[config.mk]
export PLATFORM = sky130hd
export DESIGN_NAME = shared_buffer_multi_queue
export DESIGN_NICKNAME = d
export VERILOG_FILES = /design/src/rtl/sbmq_pkg.sv /design/src/rtl/shared_buffer_multi_queue.sv /design/src/rtl/sbmq_data_ram.sv /design/src/rtl/sbmq_link_ram.sv
export SDC_FILE = /design/constraint.sdc
export NUM_CORES = 1
export LEC_CHECK = 0
export BUFFER_PORTS_ARGS = -buffer_cell sky130_fd_sc_hd__buf_2
export CORE_ASPECT_RATIO = 1.75
export CORE_MARGIN = 5
export CORE_UTILIZATION = 46
export DETAILED_ROUTE_END_ITERATION = 16
export PLACE_DENSITY = 0.72
export SYNTH_ARGS = -nofsm -noshare
export SYNTH_HDL_FRONTEND = slang
export SYNTH_HIERARCHICAL = 1
export SYNTH_SLANG_ARGS = --single-unit
[constraint.sdc]
create_clock -name clk -period 12.3 [get_ports clk]
set_input_delay 1.23 -clock clk [delete_from_list [all_inputs] [get_ports clk]]
set_output_delay 1.23 -clock clk [all_outputs]
set_load 0.05 [all_outputs]
[src/rtl/sbmq_pkg.sv]
`default_nettype none

package sbmq_pkg;

    localparam int DEF_NUM_SLOTS  = 16;
    localparam int DEF_NUM_QUEUES = 4;

    localparam int DATA_W    = 32;
    localparam int QID_W     = 2;
    localparam int QID_COUNT = 1 << QID_W;

    typedef enum logic {
        ACT_ENQ = 1'b0,
        ACT_DEQ = 1'b1
    } action_t;

    typedef enum logic [1:0] {
        STAT_OK        = 2'd0,
        STAT_OVERFLOW  = 2'd1,
        STAT_UNDERFLOW = 2'd2
    } status_t;

    typedef enum logic {
        S_IDLE = 1'b0,
        S_EXEC = 1'b1
    } state_t;

endpackage

`default_nettype wire

[src/rtl/shared_buffer_multi_queue.sv]
`default_nettype none

// Channel  | Dir | Handshake            | Payload
// ---------+-----+----------------------+---------------------------
// input    | in  | in_valid / in_stall   | action, queue_id, value
// output   | out | out_valid / out_stall | read_value, status
//
// In each transaction the accept cycle reads the link memory and
// reads or writes the data memory, the next cycle writes at most one link entry
// and loads the result register; the link memory is read first and written after.
// Reset clears the queue pointers and free head; the link memory needs no
// clearing pass, a fill count stands in for the initial free chain.
// Input stalls in the execute state and while a held result is stalled.

module shared_buffer_multi_queue #(
    parameter int NUM_SLOTS  = sbmq_pkg::DEF_NUM_SLOTS,
    parameter int NUM_QUEUES = sbmq_pkg::DEF_NUM_QUEUES
) (
    input  wire logic                                clk,
    input  wire logic                                rst_n,
    input  wire logic                                in_valid,
    output logic                                     in_stall,
    input  wire logic                                action,
    input  wire logic [sbmq_pkg::QID_W-1:0]          queue_id,
    input  wire logic signed [sbmq_pkg::DATA_W-1:0]  value,
    output logic                                     out_valid,
    input  wire logic                                out_stall,
    output logic signed [sbmq_pkg::DATA_W-1:0]       read_value,
    output logic [1:0]                               status
);
    import sbmq_pkg::*;

    localparam int ADDR_W = $clog2(NUM_SLOTS);
    localparam int SLOT_W = $clog2(NUM_SLOTS + 1);
    localparam logic [SLOT_W-1:0] NONE = SLOT_W'(NUM_SLOTS);

    state_t state_reg;
    state_t state_next;

    logic [SLOT_W-1:0] head_reg [QID_COUNT];
    logic [SLOT_W-1:0] tail_reg [QID_COUNT];
    logic [SLOT_W-1:0] free_head_reg;

    action_t           act_reg;
    logic [QID_W-1:0]  qid_reg;
    logic [SLOT_W-1:0] slot_reg;
    logic              ok_reg;

    logic                     out_valid_reg;
    logic signed [DATA_W-1:0] read_value_reg;
    status_t                  status_reg;

    logic              accept;
    logic              exec;
    logic              q_ok;
    logic [SLOT_W-1:0] slot_a;
    logic              ok_a;
    logic              is_enq_a;
    logic              is_enq_b;
    logic [SLOT_W-1:0] head_b;
    logic [SLOT_W-1:0] tail_b;

    logic                     link_rd_en;
    logic                     link_wr_en;
    logic [ADDR_W-1:0]        link_wr_addr;
    logic [SLOT_W-1:0]        link_wr_data;
    logic                     link_alloc;
    logic [SLOT_W-1:0]        link_q;
    logic                     data_rd_en;
    logic                     data_wr_en;
    logic signed [DATA_W-1:0] data_q;

    always_comb
    begin
        state_next = state_reg;
        unique case (state_reg)
            S_IDLE:
            begin
                if (accept)
                begin
                    state_next = S_EXEC;
                end
            end
            S_EXEC:
            begin
                state_next = S_IDLE;
            end
            default:
            begin
                state_next = S_IDLE;
            end
        endcase
    end

    always_comb
    begin
        in_stall = 1'b1;
        accept   = 1'b0;
        exec     = 1'b0;
        unique case (state_reg)
            S_IDLE:
            begin
                in_stall = out_valid_reg && out_stall;
                accept   = in_valid && !(out_valid_reg && out_stall);
            end
            S_EXEC:
            begin
                exec = 1'b1;
            end
            default:
            begin
                in_stall = 1'b1;
            end
        endcase

        // Accept cycle: pick the slot and issue the memory reads and the data write.
        is_enq_a   = (action == ACT_ENQ);
        q_ok       = (32'(queue_id) < NUM_QUEUES);
        slot_a     = is_enq_a ? free_head_reg : head_reg[queue_id];
        ok_a       = q_ok && (slot_a < NONE);
        link_rd_en = accept && ok_a;
        data_rd_en = accept && ok_a && !is_enq_a;
        data_wr_en = accept && ok_a && is_enq_a;

        // Execute cycle: relink. Enqueue chains the old tail, dequeue pushes on the free list.
        is_enq_b   = (act_reg == ACT_ENQ);
        head_b     = head_reg[qid_reg];
        tail_b     = tail_reg[qid_reg];
        link_alloc = exec && ok_reg && is_enq_b;
        link_wr_en = exec && ok_reg && (is_enq_b ? (head_b < NONE) : 1'b1);
        link_wr_addr = is_enq_b ? tail_b[ADDR_W-1:0] : slot_reg[ADDR_W-1:0];
        link_wr_data = is_enq_b ? slot_reg : free_head_reg;
    end

    always_ff @(posedge clk)
    begin
        if (accept)
        begin
            act_reg  <= action_t'(action);
            qid_reg  <= queue_id;
            slot_reg <= slot_a;
            ok_reg   <= ok_a;
        end
        if (exec)
        begin
            if (is_enq_b)
            begin
                read_value_reg <= '0;
                status_reg     <= ok_reg ? STAT_OK : STAT_OVERFLOW;
            end
            else
            begin
                read_value_reg <= ok_reg ? data_q : '1;
                status_reg     <= ok_reg ? STAT_OK : STAT_UNDERFLOW;
            end
        end
    end

    always_ff @(posedge clk or negedge rst_n)
    begin
        if (!rst_n)
        begin
            state_reg     <= S_IDLE;
            free_head_reg <= '0;
            out_valid_reg <= 1'b0;
            for (int i = 0; i < QID_COUNT; i++)
            begin
                head_reg[i] <= NONE;
                tail_reg[i] <= NONE;
            end
        end
        else
        begin
            state_reg <= state_next;
            if (out_valid_reg && !out_stall)
            begin
                out_valid_reg <= 1'b0;
            end
            if (exec)
            begin
                out_valid_reg <= 1'b1;
                if (ok_reg)
                begin
                    if (is_enq_b)
                    begin
                        free_head_reg <= link_q;
                        if (!(head_b < NONE))
                        begin
                            head_reg[qid_reg] <= slot_reg;
                        end
                        tail_reg[qid_reg] <= slot_reg;
                    end
                    else
                    begin
                        // The tail slot ends the chain; its link may be stale.
                        head_reg[qid_reg] <= (slot_reg == tail_b) ? NONE : link_q;
                        free_head_reg     <= slot_reg;
                    end
                end
            end
        end
    end

    sbmq_link_ram #(
        .NUM_SLOTS (NUM_SLOTS)
    ) u_link_ram (
        .clk     (clk),
        .rst_n   (rst_n),
        .rd_en   (link_rd_en),
        .rd_addr (slot_a[ADDR_W-1:0]),
        .wr_en   (link_wr_en),
        .wr_addr (link_wr_addr),
        .wr_data (link_wr_data),
        .alloc   (link_alloc),
        .rd_link (link_q)
    );

    sbmq_data_ram #(
        .NUM_SLOTS (NUM_SLOTS)
    ) u_data_ram (
        .clk     (clk),
        .wr_en   (data_wr_en),
        .wr_addr (slot_a[ADDR_W-1:0]),
        .wr_data (value),
        .rd_en   (data_rd_en),
        .rd_addr (slot_a[ADDR_W-1:0]),
        .rd_data (data_q)
    );

    assign out_valid  = out_valid_reg;
    assign read_value = read_value_reg;
    assign status     = status_reg;

endmodule

`default_nettype wire

[src/rtl/sbmq_data_ram.sv]
`default_nettype none

module sbmq_data_ram #(
    parameter int NUM_SLOTS = sbmq_pkg::DEF_NUM_SLOTS
) (
    input  wire logic                                clk,
    input  wire logic                                wr_en,
    input  wire logic [$clog2(NUM_SLOTS)-1:0]        wr_addr,
    input  wire logic signed [sbmq_pkg::DATA_W-1:0]  wr_data,
    input  wire logic                                rd_en,
    input  wire logic [$clog2(NUM_SLOTS)-1:0]        rd_addr,
    output logic signed [sbmq_pkg::DATA_W-1:0]       rd_data
);
    import sbmq_pkg::*;

    logic signed [DATA_W-1:0] data_mem [NUM_SLOTS];
    logic signed [DATA_W-1:0] rd_data_reg;

    always_ff @(posedge clk)
    begin
        if (wr_en)
        begin
            data_mem[wr_addr] <= wr_data;
        end
        if (rd_en)
        begin
            rd_data_reg <= data_mem[rd_addr];
        end
    end

    assign rd_data = rd_data_reg;

endmodule

`default_nettype wire

[src/rtl/sbmq_link_ram.sv]
`default_nettype none

module sbmq_link_ram #(
    parameter int NUM_SLOTS = sbmq_pkg::DEF_NUM_SLOTS
) (
    input  wire logic                                 clk,
    input  wire logic                                 rst_n,
    input  wire logic                                 rd_en,
    input  wire logic [$clog2(NUM_SLOTS)-1:0]         rd_addr,
    input  wire logic                                 wr_en,
    input  wire logic [$clog2(NUM_SLOTS)-1:0]         wr_addr,
    input  wire logic [$clog2(NUM_SLOTS+1)-1:0]       wr_data,
    input  wire logic                                 alloc,
    output logic [$clog2(NUM_SLOTS+1)-1:0]            rd_link
);
    import sbmq_pkg::*;

    localparam int SLOT_W = $clog2(NUM_SLOTS + 1);

    logic [SLOT_W-1:0] link_mem [NUM_SLOTS];
    logic [SLOT_W-1:0] link_q_reg;
    logic [SLOT_W-1:0] fresh_link_reg;
    // Slots at or above the fill count were never written; their link is index plus one.
    logic [SLOT_W-1:0] fresh_reg;
    logic [SLOT_W-1:0] fresh_next;
    logic              hit_reg;
    logic              hit_next;

    always_ff @(posedge clk)
    begin
        if (wr_en)
        begin
            link_mem[wr_addr] <= wr_data;
        end
        if (rd_en)
        begin
            link_q_reg     <= link_mem[rd_addr];
            fresh_link_reg <= fresh_reg + 1'b1;
        end
    end

    always_comb
    begin
        hit_next   = hit_reg;
        fresh_next = fresh_reg;
        if (rd_en)
        begin
            hit_next = (SLOT_W'(rd_addr) == fresh_reg);
        end
        // Advance the fill count when an untouched slot leaves the free list.
        if (alloc && hit_reg)
        begin
            fresh_next = fresh_reg + 1'b1;
        end
    end

    always_ff @(posedge clk or negedge rst_n)
    begin
        if (!rst_n)
        begin
            hit_reg   <= 1'b0;
            fresh_reg <= '0;
        end
        else
        begin
            hit_reg   <= hit_next;
            fresh_reg <= fresh_next;
        end
    end

    assign rd_link = hit_reg ? fresh_link_reg : link_q_reg;

endmodule

`default_nettype wire

# Word level (Yosys, flattened, before mapping)
# Memories as Yosys holds them, arrays and structs flattened. A register that Yosys moved wholly into a read port is not among the register bits.
# Index checks and enable logic that the tools add are counted.
# word_totals
ff_bits	101
ramBits	592
in_bits	39
output_inout_bits	36
word_cells	91
memories	2
# op_classes
n_addsub	1
n_lt_le_gt_ge	5
eq_ne	3
n_mux	38
bitwise	5
n_reduce_logical	17
# memory_table
memory	words	word_bits	read_ports	rd_ports_with_merged_regs	wr	line	rtl
u_data_ram.data_mem	16	32	1	1	1	sbmq_data_ram.sv:16	logic signed [DATA_W-1:0] data_mem [NUM_SLOTS];
u_link_ram.link_mem	16	5	1	1	1	sbmq_link_ram.sv:20	logic [SLOT_W-1:0] link_mem [NUM_SLOTS];
# op_table
op	count
$bwmux 20	3
$mux 5	12
$mux 20	2
$mux 32	1
$bmux 5 s2	3
$mux 1	12
$logic_and 1x1->1	11
$demux 5 s2	1
$lt 5x5->1 const B	2
$ge 3x3->1 const B	2
$not 2->3	2
$reduce_and 3->1	2
$add 5x1->5 const B	1
$eq 4x5->1	1
$eq 5x5->1	1
$mux 2	2
$mux 4	1
$lt 3x1->1 const B	1
$not 1->1	3
$logic_not 1->1	2
$ne 2x2->1 const B	1
$pmux 1 s2	1
$reduce_and 2->1	1
$reduce_bool 2->1	1

# Longest topological paths before layout
# Gate-level depths: netlist of the first run.
# depth
ltp_word	10
ltp_mapped	8
mapped_depth_nobuf	5

# By module
# The synthesis of the first run kept the hierarchy.
# modules_own_cells
mod	n_inst	cells_each	area_each_um2	seq_area_each_um2
sbmq_data_ram	1	838	20155.6	16335.7
shared_buffer_multi_queue	1	342	4185.3	2477.4
sbmq_link_ram	1	199	3808.7	2852.7

# Worst setup path after synthesis of the first run
# Ideal clock, no wire load.
# synth_timing
path_type	input to register
start	input port queue_id[0] in the netlist's numbering
end	memory u_data_ram.data_mem[0][0] (enable)
setup_ns	0.461
arrival_time_ns	5.104
required_ns	11.839
setup_slack_ns	6.735
cell_stages	5
n_path_buf	1
cell_sequence	clkbuf_1 -> mux4_2 -> mux2_2 -> or3b_2 -> nor3_1
# synth_via
elab_chain_len	10
# synth_rtl
element	line	rtl
start: declaration	shared_buffer_multi_queue.sv:24	input wire logic [sbmq_pkg::QID_W-1:0] queue_id,
$not 2->3 (implied by the code) *	shared_buffer_multi_queue.sv:119	slot_a = is_enq_a ? free_head_reg : head_reg[queue_id];
$bmux 5 s2 *	shared_buffer_multi_queue.sv:119	
$mux 5 (implied by the code) * (2 in series)	shared_buffer_multi_queue.sv:119	
$mux 5 *	shared_buffer_multi_queue.sv:119	
via slot_a[2]	shared_buffer_multi_queue.sv:56	logic [SLOT_W-1:0] slot_a;
$lt 5x5->1	shared_buffer_multi_queue.sv:120	ok_a = q_ok && (slot_a < NONE);
$logic_and 1x1->1 (2 in series)	shared_buffer_multi_queue.sv:123	data_wr_en = accept && ok_a && is_enq_a;
$mux 1	sbmq_data_ram.sv:21	if (wr_en)
$mux 1 (implied by the code)	sbmq_data_ram.sv:23	data_mem[wr_addr] <= wr_data;
end: declaration	sbmq_data_ram.sv:16	
# Mark *: on every way through the listed nets, which the timed path passes. The rest lies on a longest branch. The select of a mux whose other input is x is not followed.

# Worst setup path after layout of the first run
# layout_timing
start	input port queue_id[0] in the netlist's numbering
end	register u_data_ram.rd_data_reg[31] (netlist: u_data_ram/rd_data[31]) (read register of u_data_ram.data_mem) (data pin)
# layout_via
elab_chain_len	8
# layout_rtl
element	line	rtl
$not 2->3 (implied by the code) *	shared_buffer_multi_queue.sv:119	
$bmux 5 s2 *	shared_buffer_multi_queue.sv:119	
$mux 5 (implied by the code) * (2 in series)	shared_buffer_multi_queue.sv:119	
$mux 5 *	shared_buffer_multi_queue.sv:119	
via slot_a[0]	shared_buffer_multi_queue.sv:56	
$lt 5x5->1	shared_buffer_multi_queue.sv:120	
$logic_and 1x1->1 (2 in series)	shared_buffer_multi_queue.sv:122	data_rd_en = accept && ok_a && !is_enq_a;
end: declaration	sbmq_data_ram.sv:17	logic signed [DATA_W-1:0] rd_data_reg;
# Marks and branches as above.
# A chain may end at the register's enable or synchronous reset.

==> results of run 1 <==
==> path summary, 6_finish.rpt <==
path                                             end  slack, ns
setup / recovery              u_data_ram/rd_data[31]       8.28
min in group asynchronous                  out_valid       0.73
hold / removal                             out_valid       0.51
max in group asynchronous                  state_reg      11.08
setup reg to reg           u_link_ram/link_mem[0][4]       8.76
hold reg to reg                            out_valid       0.51
==> layout make-up <==
cell class / instances / area (sq um) / area share [%]
multi-input cells: 541 / 6170 / 19.5
well taps: 793 / 992 / 3.14
clock buffers: 72 / 1570 / 4.96
inverters: 39 / 146 / 0.463
flip-flops and latches: 730 / 21700 / 68.5
diodes: 2 / 5.00 / 0.0158
repair buffers: 103 / 588 / 1.86
clock inverters: 41 / 489 / 1.55
==> per-layer routing <==
layer	up-vias	GRT usage, %	wire length [um]
met1	7137	21.6	21800
met4	4	6.88	2310
met3	131	2.86	3100
li1	5763	-	-
met5	-	0	25
met2	421	34.4	34000
==> metrics by stage <==
stage                     cells  hold slack [ns]  utilization (%)  cell area, sq um
after detailed placement   2206            0.494             48.5             29600
after floorplan            1379            0.468                -             28100
final                      2321            0.508             51.9             31600
after global routing       2319            0.522             51.9             31600
after CTS                  2319            0.509             51.9             31600
after global placement     2206            0.483             48.5             29600
==> placed cells by master, fill, tap and decap left out, types with 3 or more instances in the layout <==
master      netlist  layout
nand2_1          80      80
inv_1            39      38
dfstp_2           8       8
clkbuf_16         0      61
bufinv_16         0      10
nor3_2            3       7
a22oi_1          69      69
dfrtp_1          45      44
buf_2            12      74
nor2b_1           8       6
mux4_2          159     159
buf_4            12      29
a21boi_0          4       4
o21ai_0           5       5
a21oi_1          50      50
a21o_1            4       4
clkinv_2          0      12
nand3b_1          5       5
clkinvlp_4        0       3
edfxtp_1        677     677
clkinv_1          0      13
nand3_1          16      16
xnor2_1           8       8
mux2_2           36      34
nor2_4            0      13
xor2_1            7       7
nor2_1           37      24
nor3_1           12       8
mux2i_1          17      17
nand2b_1         12      12
clkbuf_1         31      11
==> power groups by stage <==
| stage | logic, W | registers (W) | clock network [W] |
|---|---|---|---|
| finish | 0.00156 | 0.00304 | 0.00199 |
| global route | 0.00168 | 0.00305 | 0.00213 |
| CTS | 0.00158 | 0.00304 | 0.00203 |
| detailed placement | 0.00158 | 0.00309 | 0 |
| global placement | 0.00154 | 0.00308 | 0 |
| floorplan | 0.00113 | 0.00310 | 0 |
==> kinds of logic (layout without fill, tap and decap cells) <==
| group | Yosys count | after routing | synth area share (%) |
|---|---|---|---|
| DFF | 730 | 730 | 77.0 |
| other | 0 | 2 | 0 |
| buffers and inverters | 108 | 255 | 1.71 |
| AOI/OAI and AO/OA | 133 | 133 | 3.05 |
| xor gates and xnor gates | 15 | 15 | 0.467 |
| muxes | 212 | 212 | 14.8 |
| and+or+nand+nor | 180 | 180 | 3.00 |
| adders and majority gates | 1 | 1 | 0.0444 |
==> worst max-delay path: stages <==
cell and delay, ns:
buf_2 0.17, mux4_2 0.38, mux2_8 0.70, buf_4 0.88, mux4_2 0.61, a22oi_1 0.24, nand2_1 0.08
==> metrics.md, run 1 <==
| Metric | Value |
|---|---|
| Outcome | finished clean |
| GP Congestion | 0.824 |
| Io pins | 75 |
| Area leader, netlist | edfxtp_1 |
| Tmin final | 4.02 ns |
| RSZ-0062 raised after global routing | false |
| Layout cells sized above 1 | 27.9% |
| Root cell of the clock tree | clkbuf_16 |
| Overall Power | 0.00658 W |
| Switching share of total power | 27.9% |
| Setup bufs post-CTS | 0 |
| Synth cell types | 35 |
| Period utilisation layout | 32.7% |
| Max frequency | 249 MHz |
| Core Rows | 120 |
| Initial core utilization | 46.2% |
| Clock Latency Late Sink | 0.63 ns |
| Crit-path max FO | 69 |
| CTS Hold Bufs | 0 |
| Combinational share of power | 23.7% |
| Int Pwr | 0.00475 W |
| Peak supply drop | 122 uV |
| Vias per cell | 5.80 |
| Final Hold Fails | 0 |
| Synth top area cells | edfxtp_1, mux4_2, dfrtp_1 |
| Max reg flops | 512 |
| Most frequent cell after synthesis | edfxtp_1 |
| Cells resized by post-CTS repair | 0 |
| Critical Path AT | 4.38 ns |
| Drt first pass iters | 5 |
| P_leak | 10.3 nW |
| Synth Warn # | 6 |
| Detail Route Antenna Nets | 0 |
| Die width | 197 um |
| Most flop-heavy register | u_data_ram/data_mem |
| All-Layer GR Usage | 18.5% |
| Min setup slack post-route | 8.28 ns |
| Number of global-route vias before repair | 14,477 |
| Number of nets in the layout | 1,515 |
| Flop pwr share | 46.1% |
| Antenna violations before repair | 5 |
| Post-DP HPWL | 35.0 mm |
| Vias | 13,456 |
| HP Start | out_valid |
| Most common library cells after synthesis | edfxtp_1, mux4_2, nand2_1 |
| Final-report setup violation count | 0 |
| Worst Hold Class | register to register |
| Post-synth EDFFs | 677 |
| Hold path cells | 2 |
| TNS Setup | 0 ns |
| Worst-Margin Slew | 1.11 ns |
| Top Registers | u_data_ram/data_mem x512, u_link_ram/link_mem x80 |
| Critical R2R Launch | state_reg |
| Place WS | 7.54 ns |
| Die height | 337 um |
| Yosys top cell area share | 72.2% |
| Main flop type after synthesis | edfxtp_1 |
| Sequential area share after synthesis | 77.0% |
| CP required | 12.66 ns |
| Post-synthesis async set-or-reset flop share | 7.26% |
| Setup Skew | 0.0205 ns |
| Synthesized Nets | 1,419 |
| Final WL | 61.3 mm |
| Reg2Reg Depth | 5 |
| Relative slew slack | 25.5% |
| Clock tree buffer depth | 3 |
| Switching pwr | 0.00183 W |
| Global-route wire length before repair | 91.8 mm |
| Clock share of power | 30.2% |
| CP Launch Type | input port |
| Fillers | 4,778 |
| Overflow after GRT | 0 |
| Netlist Area Pre-Place | 0.0281 sq mm |
| Number of buffers created by CTS | 60 |
| CTS tree | built |
| IO Port Bufs | 74 |
| Area Growth Syn to Fin | 12.4% |
| CP startpoint | queue_id[0] |
| Largest net degree at the start of global routing | 75 |
| Iter 0 DRT Violations | 1,081 |
| P per Cell Area | 208 mW/mm^2 |
| Core ar. | 0.0610 sq mm |
| Crit Path Category | input port to register |
| DR DRC count | 0 |
| Clock transition at path regs | 0.07 ns |
| Syn Area/Cell | 20.4 sq um |
| # clock sinks | 730 |
| Crit end category | register |
| Max Cap Viol | 0 |
| DR WL/cell | 26.4 um |
| Die ar. | 0.0664 sq mm |
| Final max-slew violation count | 0 |
| Register bit count reported by yosys | 730 |
| Cells after Synth | 1,379 |
| H-tree depth | 2 |
Power figures use the tool's default switching activity.
==> inputs of run 2 (changes only) <==
--- a/config.mk
+++ b/config.mk
@@ -5,6 +5,7 @@
 export SDC_FILE = /design/constraint.sdc
 export NUM_CORES = 1
 export LEC_CHECK = 0
+export ABC_AREA = 1
 export BUFFER_PORTS_ARGS = -buffer_cell sky130_fd_sc_hd__buf_2
 export CORE_ASPECT_RATIO = 1.75
 export CORE_MARGIN = 5
==> constraint.sdc (replaced) <==
create_clock -name clk -period 4.2 [get_ports clk]
set_input_delay 0.42 -clock clk [delete_from_list [all_inputs] [get_ports clk]]
set_output_delay 0.42 -clock clk [all_outputs]
set_load 0.05 [all_outputs]
==> metrics.md, run 2 <==
| Metric | Value |
|---|---|
| Global-route wire length before repair | 115 mm |
| Max frequency | 330 MHz |
| TNS Setup | 0 ns |
| Iter 0 DRT Violations | 1,795 |
| Largest net degree at the start of global routing | 167 |
| Clock transition at path regs | 0.07 ns |
| Die height | 356 um |
| Synth Warn # | 6 |
| Switching pwr | 0.00544 W |
| CP Launch Type | register |
| Overflow after GRT | 0 |
| GP Congestion | 0.963 |
| Synth top area cells | edfxtp_1, nand2_1, nand3_1 |
| Number of global-route vias before repair | 20,240 |
| Worst Hold Class | input port to register |
| Synthesized Nets | 3,039 |
| Sequential area share after synthesis | 68.9% |
| Area Growth Syn to Fin | 11.0% |
| Synth cell types | 34 |
| Area leader, netlist | edfxtp_1 |
| Cells after Synth | 2,999 |
| Outcome | finished clean |
| Cells along the critical path | inv_1, nand2_1, inv_1, a22oi_1, nand2_1, a21oi_1, nand3b_1, nor2_1 |
| Die ar. | 0.0739 sq mm |
| Storage element area | 0.0217 sq mm |
| Relative slew slack | 38.2% |
| Clock share of power | 32.7% |
| Final Hold Fails | 0 |
| Layout cells sized above 1 | 8.95% |
| Yosys top cell area share | 64.7% |
| Worst Path Buf+Inv | 2 |
| Io pins | 75 |
| Top Registers | u_data_ram/data_mem x512, u_link_ram/link_mem x80 |
| Post-synth EDFFs | 677 |
| Fillers | 5,785 |
| Netlist Area Pre-Place | 0.0314 sq mm |
| Number of buffers created by CTS | 61 |
| CP required | 4.47 ns |
| Core ar. | 0.0676 sq mm |
| Number of nets in the layout | 3,094 |
| Root cell of the clock tree | clkbuf_16 |
| Post-synthesis async set-or-reset flop share | 7.26% |
| Initial core utilization | 46.5% |
| Peak supply drop | 365 uV |
| Detail Route Antenna Nets | 0 |
| Die width | 208 um |
| Critical Path Max Stage Delay | 0.70 ns |
| Final-report setup violation count | 0 |
| Worst path top cell family by delay | simple AND/OR/NAND/NOR gates |
| Final WL | 74.8 mm |
| Main flop type after synthesis | edfxtp_1 |
| Most frequent cell after synthesis | nand2_1 |
| DR DRC count | 0 |
| Tmin final | 3.03 ns |
| Post-DP HPWL | 45.4 mm |
| Switching share of total power | 29.8% |
| Clock Latency Late Sink | 0.64 ns |
| Combinational share of power | 20.1% |
| Crit Path Category | register to register |
| All-Layer GR Usage | 19.8% |
| Critical Path AT | 3.30 ns |
| Register bit count reported by yosys | 730 |
| Flop pwr share | 47.1% |
| P per Cell Area | 523 mW/mm^2 |
| Crit end category | register |
| CP max stage cell | edfxtp_1 |
| Syn Area/Cell | 10.5 sq um |
| RSZ-0062 raised after global routing | false |
| Most flop-heavy register | u_data_ram/data_mem |
| Area of the multi-input gates | 0.00717 sq mm |
| Antenna violations before repair | 3 |
| Overall Power | 0.0182 W |
| Max reg flops | 512 |
| Core Rows | 126 |
| Setup Skew | 0.0280 ns |
| P_leak | 14.7 nW |
| Worst-Margin Slew | 0.923 ns |
| Most common library cells after synthesis | nand2_1, edfxtp_1, inv_1 |
| Drt first pass iters | 5 |
| IO Port Bufs | 74 |
| Period utilisation layout | 72.1% |
| Final max-slew violation count | 0 |
| Vias | 20,677 |
| Most frequent cells in the layout | nand2_1, edfxtp_1, inv_1 |
| Int Pwr | 0.0128 W |
| H-tree depth | 2 |
| DR WL/cell | 18.7 um |
| Crit-path max FO | 15 |
| CTS tree | built |
| Max Cap Viol | 0 |
| # clock sinks | 730 |
| Clock tree buffer depth | 3 |
| Vias per cell | 5.16 |
| Commonest non-fill, non-tap cell in the layout | nand2_1 |
## run 2: cell types whose count changed after synthesis, sizes merged, moves of 31 or more
cell / previous run / this run
a21oi: 50 / 5
a22oi: 69 / 2
buf: 38 / 114
inv: 39 / 492
mux2: 36 / 5
mux4: 159 / 0
nand2: 81 / 1004
nand3: 16 / 463
o21ai: 5 / 75
## run 2: layer usage
layer	GRT usage [%]	share of wire, %	vias up
li1	-	-	9835
met1	23.1	36	9832
met2	36.7	53	811
met3	2.50	6.3	195
met4	8.65	4.4	4
met5	0	0.036	-
## run 2: logic make-up after synthesis
| family | Yosys count | share of synthesized area [%] |
|---|---|---|
| muxes | 5 | 0.179 |
| DFF | 730 | 68.9 |
| adders and majority gates | 1 | 0.0398 |
| xor gates and xnor gates | 6 | 0.167 |
| buffers and inverters | 632 | 8.82 |
| AOI/OAI and AO/OA | 92 | 1.59 |
| and+or+nand+nor | 1533 | 20.3 |
## run 2: layout make-up
type | count | share of cell area, %
diodes | 2 | 0.0143
clock buffers | 69 | 4.46
clock inverters | 46 | 1.56
inverters | 494 | 5.36
multi-input cells | 1637 | 20.5
flip-flops and latches | 730 | 62.1
well taps | 896 | 3.21
repair buffers | 130 | 2.77
## run 2: power groups by stage
stage	Clock, W	Sequential (W)	Combinational [W]
after global placement	0	0.00874	0.00356
after detailed placement	0	0.00874	0.00363
after CTS	0.00607	0.00859	0.00365
after global routing	0.00637	0.00862	0.00401
final	0.00597	0.00859	0.00367
after floorplan	0	0.00880	0.00247
## run 2: path summary, 6_finish.rpt
kind                                   from  slack [ns]                        end  depth (start not counted)
worst min register to register  tail_reg[6]        0.49                tail_reg[6]                          2
min in group asynchronous             rst_n        0.44    u_link_ram/fresh_reg[2]                          3
worst max-delay path             qid_reg[0]        1.17  u_link_ram/link_mem[8][1]                          8
worst max register to register   qid_reg[0]        1.17  u_link_ram/link_mem[8][1]                          8
worst min-delay path              out_stall        0.04                  out_valid                          3
max in group asynchronous             rst_n        3.25                  state_reg                          3
## run 2: tightest hold or removal path, delay by kind of cell
family,cells,cell delay (ns)
simple gates,2,0.13
buf+inv,1,0.07
## run 2: repair_timing
action	CTS	global route
resized for setup	0	0
hold buffers	1	0
hold endpoints to repair	45	0
buffers inserted	0	0
## run 2: stage by stage
step	utilization [%]	std cells	hold WS (ns)	area, sq um	setup slack (ns)
after floorplan	-	2999	0.124	31400	0.757
after global placement	48.5	3886	0.465	32800	0.911
after detailed placement	48.5	3886	0.472	32800	0.868
after CTS	51.6	4002	0.0223	34900	1.14
after global routing	51.6	4002	0.0614	34900	0.955
final	51.6	4004	0.0413	34900	1.17
